===== config.mk =====
export PLATFORM = sky130hd
export DESIGN_NAME = hhps_ctrl
export DESIGN_NICKNAME = d
export VERILOG_FILES = /design/src/design/hhps_pkg.sv /design/src/design/hhps_ctrl.sv
export SDC_FILE = /design/constraint.sdc
export NUM_CORES = 1
export LEC_CHECK = 0
export BUFFER_PORTS_ARGS = -buffer_cell sky130_fd_sc_hd__buf_2
export CORE_UTILIZATION = 40
export CTS_CLUSTER_SIZE = 40
export DETAILED_ROUTE_END_ITERATION = 8
export HOLD_SLACK_MARGIN = 0.05
export PLACE_DENSITY = 0.66
export REMOVE_ABC_BUFFERS = 1
export SYNTH_ARGS = -nofsm -noshare
export SYNTH_HDL_FRONTEND = slang
export SYNTH_SLANG_ARGS = --single-unit

===== constraint.sdc =====
create_clock -name clk -period 2.6 [get_ports clk]
set_clock_uncertainty 0.05 [all_clocks]
set_input_delay 0.39 -clock clk [delete_from_list [all_inputs] [get_ports clk]]
set_output_delay 0.39 -clock clk [all_outputs]
set_load 0.02 [all_outputs]

===== src/design/hhps_pkg.sv =====
// Package with the shared types, constants and palette function of the hue segmenter.
`timescale 1ns / 1ps
package hhps_pkg;

	localparam int HUE_BINS   = 360;
	localparam int HUE_SLOTS  = 180;
	localparam int PEAK_SLOTS = 180;
	localparam logic [7:0] HUE_LAST  = 8'd179;
	localparam logic [8:0] BIN_LAST  = 9'd359;
	localparam logic [7:0] EDGE_HUE  = 8'd178;

	typedef enum logic [1:0] {
		OP_COUNT    = 2'd0,
		OP_BUILD    = 2'd1,
		OP_CLASSIFY = 2'd2,
		OP_CLEAR    = 2'd3
	} op_t;

	typedef enum logic [3:0] {
		ST_IDLE,
		ST_CNT_RD,
		ST_CNT_WR,
		ST_PRIME0,
		ST_PRIME1,
		ST_PRIME2,
		ST_SWEEP,
		ST_DRAIN,
		ST_CL_RD,
		ST_CL_LOOP,
		ST_LD_BLD,
		ST_CLS_RD,
		ST_CLS_LD,
		ST_OUT
	} state_t;

	typedef struct packed {
		logic       capture;
		logic       clear_hist;
		logic       hist_ren;
		logic       hist_sel_hue;
		logic [7:0] hist_addr;
		logic       cnt_wr;
		logic       prime1;
		logic       prime2;
		logic       shift;
		logic       hold_edge;
		logic       sweep;
		logic [8:0] bin;
		logic       pass_peaks;
		logic       start_max;
		logic       start_peaks;
		logic       cl_start;
		logic       cl_ren;
		logic       cl_adv;
		logic       cl_wr;
		logic [7:0] cl_k;
		logic       cls_ren;
		logic       ld_bld;
		logic       ld_cls;
	} cmd_t;

	typedef struct packed {
		logic no_peaks;
		logic cl_adv;
	} status_t;

	typedef struct packed {
		logic [7:0] color_c0;
		logic [7:0] color_c1;
		logic [7:0] color_c2;
		logic [7:0] cluster_index;
		logic       labeled;
		logic [7:0] peak_count;
	} result_t;

	function automatic logic [23:0] palette_color(input logic [7:0] c);
		logic [4:0] s;
		logic [3:0] t;
		logic [2:0] m;
		s = 5'(c[7:6]) + 5'(c[5:3]) + 5'(c[2:0]);
		t = 4'(s[4:3]) + 4'(s[2:0]);
		m = (t >= 4'd7) ? 3'(t - 4'd7) : t[2:0];
		case (m)
			3'd0: palette_color = {8'd255, 8'd0, 8'd0};
			3'd1: palette_color = {8'd0, 8'd255, 8'd0};
			3'd2: palette_color = {8'd0, 8'd0, 8'd255};
			3'd3: palette_color = {8'd255, 8'd255, 8'd0};
			3'd4: palette_color = {8'd255, 8'd0, 8'd255};
			3'd5: palette_color = {8'd0, 8'd255, 8'd255};
			3'd6: palette_color = {8'd128, 8'd128, 8'd128};
			default: palette_color = 24'd0;
		endcase
	endfunction

endpackage


===== src/design/hhps_ctrl.sv =====
// Controller state machine sequencing count, build sweeps, cluster fill and classify.
`timescale 1ns / 1ps
module hhps_ctrl (
	input  logic                clk,
	input  logic                arst_n,
	input  logic                in_valid,
	input  logic [1:0]          in_op,
	output logic                in_ready,
	output logic                out_valid,
	input  logic                out_ready,
	input  hhps_pkg::status_t   sts,
	output hhps_pkg::cmd_t      cmd
);
	import hhps_pkg::*;

	state_t     state_q, state_d;
	logic [8:0] b_q, b_d;
	logic [7:0] k_q, k_d;
	logic       pass_q, pass_d;
	logic [7:0] half;

	assign half = b_q[8:1];

	always_ff @(posedge clk or negedge arst_n) begin
		if (!arst_n) begin
			state_q <= ST_IDLE;
			b_q     <= 9'd0;
			k_q     <= 8'd0;
			pass_q  <= 1'b0;
		end else begin
			state_q <= state_d;
			b_q     <= b_d;
			k_q     <= k_d;
			pass_q  <= pass_d;
		end
	end

	always_comb begin
		state_d   = state_q;
		b_d       = b_q;
		k_d       = k_q;
		pass_d    = pass_q;
		cmd       = '0;
		cmd.bin   = b_q;
		cmd.cl_k  = k_q;
		cmd.pass_peaks = pass_q;
		in_ready  = 1'b0;
		out_valid = 1'b0;
		case (state_q)
			ST_IDLE: begin
				in_ready    = 1'b1;
				cmd.capture = in_valid;
				if (in_valid) begin
					case (op_t'(in_op))
						OP_COUNT:    state_d = ST_CNT_RD;
						OP_CLASSIFY: state_d = ST_CLS_RD;
						OP_CLEAR:    cmd.clear_hist = 1'b1;
						OP_BUILD: begin
							state_d = ST_PRIME0;
							pass_d  = 1'b0;
							cmd.start_max = 1'b1;
						end
						default: state_d = ST_IDLE;
					endcase
				end
			end
			ST_CNT_RD: begin
				cmd.hist_ren     = 1'b1;
				cmd.hist_sel_hue = 1'b1;
				state_d          = ST_CNT_WR;
			end
			ST_CNT_WR: begin
				cmd.cnt_wr = 1'b1;
				state_d    = ST_IDLE;
			end
			ST_PRIME0: begin
				cmd.hist_ren  = 1'b1;
				cmd.hist_addr = 8'd0;
				b_d           = 9'd0;
				state_d       = ST_PRIME1;
			end
			ST_PRIME1: begin
				cmd.hist_ren  = 1'b1;
				cmd.hist_addr = 8'd1;
				cmd.prime1    = 1'b1;
				state_d       = ST_PRIME2;
			end
			ST_PRIME2: begin
				cmd.prime2 = 1'b1;
				state_d    = ST_SWEEP;
			end
			ST_SWEEP: begin
				cmd.sweep = 1'b1;
				if (!b_q[0]) begin
					cmd.hist_ren  = 1'b1;
					cmd.hist_addr = (half >= EDGE_HUE) ? HUE_LAST : half + 8'd2;
				end else begin
					cmd.shift     = 1'b1;
					cmd.hold_edge = (half >= EDGE_HUE);
				end
				if (b_q == BIN_LAST) begin
					state_d = ST_DRAIN;
				end else begin
					b_d = b_q + 9'd1;
				end
			end
			ST_DRAIN: begin
				if (!pass_q) begin
					pass_d          = 1'b1;
					cmd.start_peaks = 1'b1;
					state_d         = ST_PRIME0;
				end else begin
					cmd.cl_start = 1'b1;
					k_d          = 8'd0;
					state_d      = ST_CL_RD;
				end
			end
			ST_CL_RD: begin
				if (sts.no_peaks) begin
					state_d = ST_LD_BLD;
				end else begin
					cmd.cl_ren = 1'b1;
					state_d    = ST_CL_LOOP;
				end
			end
			ST_CL_LOOP: begin
				if (sts.cl_adv) begin
					cmd.cl_adv = 1'b1;
					state_d    = ST_CL_RD;
				end else begin
					cmd.cl_wr = 1'b1;
					if (k_q == HUE_LAST) begin
						state_d = ST_LD_BLD;
					end else begin
						k_d = k_q + 8'd1;
					end
				end
			end
			ST_LD_BLD: begin
				cmd.ld_bld = 1'b1;
				state_d    = ST_OUT;
			end
			ST_CLS_RD: begin
				cmd.cls_ren = 1'b1;
				state_d     = ST_CLS_LD;
			end
			ST_CLS_LD: begin
				cmd.ld_cls = 1'b1;
				state_d    = ST_OUT;
			end
			ST_OUT: begin
				out_valid = 1'b1;
				if (out_ready) begin
					state_d = ST_IDLE;
				end
			end
			default: state_d = ST_IDLE;
		endcase
	end

endmodule


== Word-level counts from Yosys, hierarchy flattened ==
Cells that the tools add are included.

* Logic and storage cells: 95
* Register bits after elaboration: 22

* $lt $le $gt $ge: 1
* Multiplexer cells: 48
* Equality and inequality tests: 28
* Reduce and logical (&&, ||, !) cells: 11
* Add/subtract/negate cells: 3

{| class="wikitable"
|+ Operator list
! operator !! number
|-
| $pmux 4 s12 || 1
|-
| $mux 8 || 5
|-
| $pmux 8 s2 || 2
|-
| $eq 4x4->1 const B || 6
|-
| $mux 4 || 6
|-
| $mux 1 || 23
|-
| $pmux 9 s2 || 1
|-
| $eq 4x3->1 const B || 4
|-
| $ne 2x2->1 const B || 7
|-
| $pmux 4 s3 || 1
|-
| $mux 2 || 5
|-
| $add 9x1->9 const B || 1
|-
| $eq 9x9->1 const B || 1
|-
| $mux 9 || 1
|-
| $add 8x1->8 const B || 1
|-
| $add 8x2->8 const B || 1
|-
| $eq 4x2->1 const B || 2
|-
| $eq 8x8->1 const B || 1
|-
| $ge 8x8->1 const B || 1
|-
| $reduce_bool 2->1 || 3
|-
| $reduce_and 5->1 || 1
|-
| $eq 2x2->1 const B || 2
|-
| $eq 4x1->1 const B || 1
|-
| $logic_not 4->1 || 1
|-
| 12 further kinds || 13
|}

== Depth between registers and ports, before layout ==
Gate-level depths: netlist of run 1.

* Depth in word-level cells: 4
* Gate-level depth with buffers: 8
* Mapped depth without buffers: 7

== Least setup slack after synthesis of run 1 ==
Ideal clock, no wire load.

* Kind: register to output
* Start: reg b_q[4]
* End: out cmd[36] in the netlist's numbering
* Path buffers: 1
* Path slack: 0.504 ns
* Required time: 2.160 ns
* Arrival time: 1.656 ns
* Stages on the path, launching flop included: 7
* Cell sequence: dfrtp_1 > clkbuf_1 > nor3_1 > nor2_1 > o21ai_0 > nand2_1 > nor2_1

{| class="wikitable"
|+ RTL lines
! element !! line !! text
|-
| start: declaration || hhps_ctrl.sv:17 || <nowiki>logic [8:0] b_q, b_d;</nowiki>
|-
| start signal: assignment || hhps_ctrl.sv:27 || <nowiki>b_q <= 9'd0;</nowiki>
|-
| start signal: assignment || hhps_ctrl.sv:32 || <nowiki>b_q <= b_d;</nowiki>
|-
| end: declaration || hhps_ctrl.sv:12 || <nowiki>output hhps_pkg::cmd_t cmd</nowiki>
|}

==> impl_results.md, run 1 <==
* Initial Utilization at 41.7%
* Core area at 3970 µm²
* Core Util, Final at 50.4%
* CP delay by family, top: simple AND/OR/NAND/NOR gates
* Run status: completed
* Cells after Synth at 191
* Crit-path max FO at 13
* CTS tree: yes
* Slew HR at 65.6%
* FF+latch count, synth at 22
* Critical Path AT at 1950 ps
* Multi-input gate area at 986 µm²
* Chip Width at 66.3 µm
* Detailed placer's ending HPWL at 2990 µm
* Root buffer cell: clkbuf_8
* Layout fillers at 407
* Pre-CTS WS at 438 ps
* Synth Cell Area at 1650 µm²
* Period Utilization, post-route at 91.8%
* Setup Viol. Count Final at 0
* DP Cell Count at 289
* Routed Antenna Nets at 0
* Initial antenna violation count at 0
* Final min period at 2390 ps
* CP endpoint kind: output port
* P per Cell Area at 827 nW/µm²
* Total Wirelength at 3870 µm
* CP required at 2160 ps
* WL per Instance at 13.2 µm
* Vias/cell at 5.30
* CP max-delay cell: dfrtp_2
* Syn Area/Cell at 8.66 µm²
* Total Routing Usage GR at 19.3%
* Clock tree buffer depth at 2
* VDD IR-drop max at 0.464 mV
* Num CTS Buffers at 3
* Area Overhead vs Synth at 21.1%
* GP Congestion at 0.942
* Ratio of cells with drive above 1 in the final layout at 32.9%
* I/O pin count at 55
* Gr ovfl total at 0
* LEAKAGE at 1.08 nW
* H-tree depth at 1
* Vias at 1553
* Max-slew violation count at 0
* Chip height at 66.3 µm
* DRC errors left at 0
* Vias in the first global route at 1383
* Largest net degree at the start of global routing at 23
* Setup TNS at 0 ps
* Row count at 23
* Top_reg_cell synth: dfrtp_1
* RSZ-0062 raised after global routing: false
* Netlist cell types at 48
* Post-synth ARST share at 100%
* Nets at 260
* HP Class: in -> async
* Yosys synthesis warning count at 0
* Sequential fraction of the synthesis area at 33.3%
* Slew of the pin with the lowest slew margin at 516 ps
* Clk pin slew, worst setup/hold paths at 80 ps
* DRT iter0 DRCs at 58
* Max Clock Freq at 0.419 GHz
* Critical Path, Cell by Cell: nand2b_1 > or2_4 > nor2_1 > nand2_1 > nor2_1 > buf_2
* Slowest stage delay, CP at 490 ps
* WS Path Type: reg -> out
* Cell mode on critical path: nor2_1
* Iteration count of the initial detailed-routing pass at 4
* First-pass GRT wire length at 6380 µm
* Port-buffer cells at 54
* Fin. Hold Viols at 0
* Clock Latency Late Sink at 260 ps
* Post-CTS setup buffer count at 0
* Post-synth EDFFs at 0
* CP Launch Type: flip-flop
* # clock sinks at 22
* Non-filler cells, final at 293
* Antenna diode count at 0
* Max-Cap Viols at 0
* Seq. cell area at 552 µm²
* Die area at 4400 µm²
* Final setup margin at 212 ps
* Buf+Inv Stages, Crit Path at 1
-- metrics by stage --
| stage | total power, mW | hold WS (ps) | cell area, µm² |
|---|---|---|---|
| global placement | 1.34 | 354 | 1930 |
| floorplan | 1.09 | 44.4 | 1580 |
| global route | 1.78 | 71.3 | 2000 |
| detailed placement | 1.34 | 354 | 1930 |
| CTS | 1.67 | 56.3 | 2000 |
| finish | 1.66 | 35.3 | 2000 |
-- worst register-to-register path, delay by kind of cell (launching register included) --
kind / cells / cell delay, ps
compound gates: 3 / 870
flops: 1 / 580
simple gates: 2 / 490
-- area by class of cell --
cell class | count | share of cell area, %
repair buffers | 57 | 14.6
multi-input cells | 150 | 49.2
flip-flops and latches | 22 | 27.5
inverters | 10 | 1.94
clock buffers | 3 | 2.06
clock inverters | 1 | 1.50
well taps | 50 | 3.12
-- cells in the final DEF (no fill, tap or decap), drive strengths merged, types with 2 or more instances in the layout --
master	count
and3	9
inv	9
mux2i	3
clkbuf	3
and4bb	2
xor2	10
nand2	11
nand3	10
nand4	5
nor3	7
ha	8
xnor2	6
buf	57
mux2	2
a211oi	2
or2	5
o21ai	8
a21oi	9
nand2b	5
nor2	33
dfrtp	22
-- power by group --
part / total (mW) / leakage, nW / internal (mW) / switching (mW)
registers: 0.520 / 0.295 / 0.401 / 0.119
clock network: 0.319 / 0.0357 / 0.206 / 0.114
logic: 0.816 / 0.746 / 0.301 / 0.515
-- cells by family after synthesis --
| kind of cell | count (synthesis) | synth area share [%] |
|---|---|---|
| AND/OR/NAND/NOR | 94 | 31.5 |
| AO/OA/AOI/OAI | 27 | 10.4 |
| adder cells (fa/ha/maj) | 8 | 6.05 |
| multiplexers | 5 | 3.18 |
| XOR/XNOR | 16 | 8.47 |
| flip-flops | 22 | 33.3 |
| buffers and inverters | 19 | 7.11 |
-- repair_timing --
action	CTS	global route
endpoints found under the setup margin	0	1
resized for setup	0	1
hold buffers	0	0
-- sequential cells by signal (all words and copies together) (netlist names) --
signal,cells
state_q,4
b_q,9
k_q,8
pass_q,1
-- path summary, 6_finish.rpt --
check	from	end	cells after the start	slack, ps
worst max-delay path	state_q[3]$_DFFE_PN0P_	cmd[35]	6	210
worst min-delay path	arst_n	k_q[6]$_DFFE_PN0P_	1	40
worst min register to register	k_q[5]$_DFFE_PN0P_	k_q[5]$_DFFE_PN0P_	1	500
max in group asynchronous	arst_n	state_q[3]$_DFFE_PN0P_	1	2080
min in group clk	in_valid	pass_q$_DFFE_PN0P_	3	490
worst max register to register	state_q[0]$_DFFE_PN0P_	state_q[0]$_DFFE_PN0P_	5	560
-- synthesized netlist by cell type, types with 2 or more instances --
cell type,count,area [µm²]
mux2_2,2,22.5
dfrtp_1,22,551
or2_2,2,12.5
nand2b_1,4,25.0
o21ai_0,7,35.0
buf_2,2,10.0
and4bb_2,2,25.0
xnor2_1,6,52.6
inv_1,9,33.8
nand2_1,10,37.5
a21oi_1,9,45.0
ha_1,8,100
clkbuf_8,2,27.5
nand3_1,10,50.1
or2_1,2,12.5
nand4_1,5,31.3
buf_6,2,22.5
mux2i_1,3,30.0
and3_1,9,56.3
xor2_1,10,87.6
buf_4,2,15.0
nor3_1,6,30.0
nor2_1,32,120
-- routing by layer --
metal / track usage (%) / part of all wire [%] / vias to the layer above
met5: 0 / 0 / -
met4: 7.18 / 1.4 / 0
met3: 2.41 / 5.0 / 4
met2: 31.9 / 48 / 51
met1: 25.5 / 46 / 733
li1: - / - / 765
Power figures use the tool's default switching activity.
==> inputs of run 2 (changes only) <==
--- a/config.mk
+++ b/config.mk
@@ -6,11 +6,13 @@
 export NUM_CORES = 1
 export LEC_CHECK = 0
 export BUFFER_PORTS_ARGS = -buffer_cell sky130_fd_sc_hd__buf_2
-export CORE_UTILIZATION = 40
+export CELL_PAD_IN_SITES_DETAIL_PLACEMENT = 1
+export CELL_PAD_IN_SITES_GLOBAL_PLACEMENT = 1
+export CORE_UTILIZATION = 39
 export CTS_CLUSTER_SIZE = 40
 export DETAILED_ROUTE_END_ITERATION = 8
 export HOLD_SLACK_MARGIN = 0.05
-export PLACE_DENSITY = 0.66
+export PLACE_DENSITY_LB_ADDON = 0.1
 export REMOVE_ABC_BUFFERS = 1
 export SYNTH_ARGS = -nofsm -noshare
 export SYNTH_HDL_FRONTEND = slang
==> constraint.sdc (replaced) <==
create_clock -name clk -period 2.6 [get_ports clk]
set_clock_uncertainty 0.05 [all_clocks]
set_input_delay 0.13 -clock clk [delete_from_list [all_inputs] [get_ports clk]]
set_output_delay 0.13 -clock clk [all_outputs]
set_load 0.02 [all_outputs]
==> run 2 against run 1 <==
Compared with the run above:
- cell area about the same
- critical path depth unchanged
- count of clock-buffer cells in the layout stayed put
- power grew 0.55%
- utilization fell by 0.69 points
- critical endpoint is now cmd[36]
- largest cell class unchanged
==> impl_results.md, run 2 (same netlist as run 1, synthesis figures left out) <==
* Run status: completed
* Num CTS Buffers at 3 (unchanged)
* Vias in the first global route at 1556 (+13%)
* Port-buffer cells at 54 (unchanged)
* First-pass GRT wire length at 7510 µm (+18%)
* Max-Cap Viols at 0 (unchanged)
* Slowest stage delay, CP at 530 ps (+40 ps)
* RSZ-0062 raised after global routing: false
* Row count at 23 (unchanged)
* Fin. Hold Viols at 0 (unchanged)
* Clock tree buffer depth at 2 (unchanged)
* Gr ovfl total at 0 (unchanged)
* Max Clock Freq at 0.442 GHz (+5.6%)
* Slew HR at 65.0% (-0.54 points)
* Setup TNS at 0 ps (unchanged)
* Critical Path, Cell by Cell: nand2b_1 > or2_4 > nor2_1 > nand2_1 > nor2_1 > buf_2
* Critical Path AT at 2080 ps (+130 ps)
* Period Utilization, post-route at 86.9% (-4.9 points)
* WS Path Type: reg -> out
* Nets at 260 (unchanged)
* Die area at 4510 µm² (+2.5%)
* CTS tree: yes
* Largest net degree at the start of global routing at 23 (unchanged)
* Area Overhead vs Synth at 21.2% (about the same)
* Post-CTS setup buffer count at 0 (unchanged)
* Clock Latency Late Sink at 260 ps (about the same)
* Final min period at 2260 ps (-128 ps)
* Commonest cells after routing, fill and taps aside: 54 x buf_2, 32 x nor2_1, 22 x dfrtp_1
* Initial antenna violation count at 0 (unchanged)
* Antenna diode count at 0 (unchanged)
* Vias/cell at 5.26 (-0.84%)
* Total Routing Usage GR at 22.2% (+3.0 points)
* DP Cell Count at 288 (-0.35%)
* Ratio of cells with drive above 1 in the final layout at 32.1% (-0.82 points)
* DRT iter0 DRCs at 66 (+14%)
* Clk pin slew, worst setup/hold paths at 80 ps (about the same)
* Chip Width at 67.1 µm (+1.2%)
* I/O pin count at 55 (unchanged)
* Cell mode on critical path: nor2_1
* Core Util, Final at 49.8% (-0.69 points)
* DRC errors left at 0 (unchanged)
* Root buffer cell: clkbuf_8
* Largest register by flop count: b_q
* Detailed placer's ending HPWL at 3640 µm (+22%)
* Crit-path max FO at 13 (unchanged)
* Total Power at 1.67 mW (+0.55%)
* Initial Utilization at 41.1% (-0.60 points)
* LEAKAGE at 1.08 nW (+0.13%)
* Chip height at 67.1 µm (+1.2%)
* P per Cell Area at 831 nW/µm² (+0.49%)
* Total Wirelength at 4590 µm (+19%)
* CP Launch Type: flip-flop
* Vias at 1540 (-0.84%)
* Slew of the pin with the lowest slew margin at 524 ps (+8.07 ps)
* Routed Antenna Nets at 0 (unchanged)
* Core area at 4030 µm² (+1.4%)
* Iteration count of the initial detailed-routing pass at 4 (unchanged)
* VDD IR-drop max at 0.489 mV (+5.5%)
* Most common cell after layout, fill and taps aside: buf_2
* # clock sinks at 22 (unchanged)
* Layout fillers at 505 (+24%)
* WL per Instance at 15.7 µm (+19%)
* Largest register FFs at 9 (unchanged)
* Largest registers: b_q: 9 flops, k_q: 8 flops, state_q: 4 flops
* CP endpoint kind: output port
* CP max-delay cell: dfrtp_1
* Non-filler cells, final at 293 (unchanged)
* Max-slew violation count at 0 (unchanged)
* HP Class: in -> reg
* H-tree depth at 1 (unchanged)
* CP required at 2420 ps (+260 ps)
* Setup Viol. Count Final at 0 (unchanged)
* GP Congestion at 0.871 (-7.6%)
[run 2: worst paths after layout]
check                                            start                endpoint  slack [ps]  cells past startpoint
worst max-delay path            state_q[3]$_DFFE_PN0P_                 cmd[36]         340                      6
worst min-delay path                          in_valid      pass_q$_DFFE_PN0P_         240                      3
worst max register to register  state_q[0]$_DFFE_PN0P_  state_q[0]$_DFFE_PN0P_         580                      5
worst min register to register      k_q[5]$_DFFE_PN0P_      k_q[5]$_DFFE_PN0P_         510                      1
max in group asynchronous                       arst_n      b_q[1]$_DFFE_PN0P_        1830                      2
min in group asynchronous                       arst_n      k_q[3]$_DFFE_PN0P_         320                      2
[run 2: per-stage QoR]
step / instance area (µm²) / setup slack (ps) / hold WS, ps
floorplan: 1580 / 484 / -216
detailed placement: 1920 / 599 / 88.7
finish: 2000 / 340 / 243
CTS: 2000 / 331 / 222
global route: 2000 / 196 / 237
global placement: 1920 / 643 / 79.6
[run 2: area by class of cell]
type                            instances  area [µm²]  area share, %
Sequential cell                        22         551           27.5
Clock inverter                          1        30.0           1.50
Timing Repair Buffer                   57         295           14.7
Tap cell                               50        62.6           3.12
Inverter                               10        38.8           1.94
Multi-Input combinational cell        150         986           49.2
Clock buffer                            3        41.3           2.06
[run 2: report_power, final]
part	internal [mW]	switching (mW)	total, mW
registers	0.400	0.127	0.527
logic	0.299	0.517	0.816
clock network	0.206	0.116	0.322
total	0.905	0.760	1.67
[run 2: timing repair]
action / in CTS / in global routing
hold buffers: 1 / 0
gates resized for setup: 0 / 0
hold endpoints to repair: 22 / 0
[run 2: per-layer routing]
layer,up-vias,global-route usage (%),wire length (µm)
li1,767,-,-
met1,745,28.3,2110
met2,24,39.5,2330
met3,4,3.25,107
met4,0,3.99,40
met5,-,0,0
[run 2: critical path, delay by kind of cell, from the launching register on]
family                 cells  cell delay (ps)
buffers and inverters      1              180
DFF                        1              530
and+or+nand+nor            5             1120
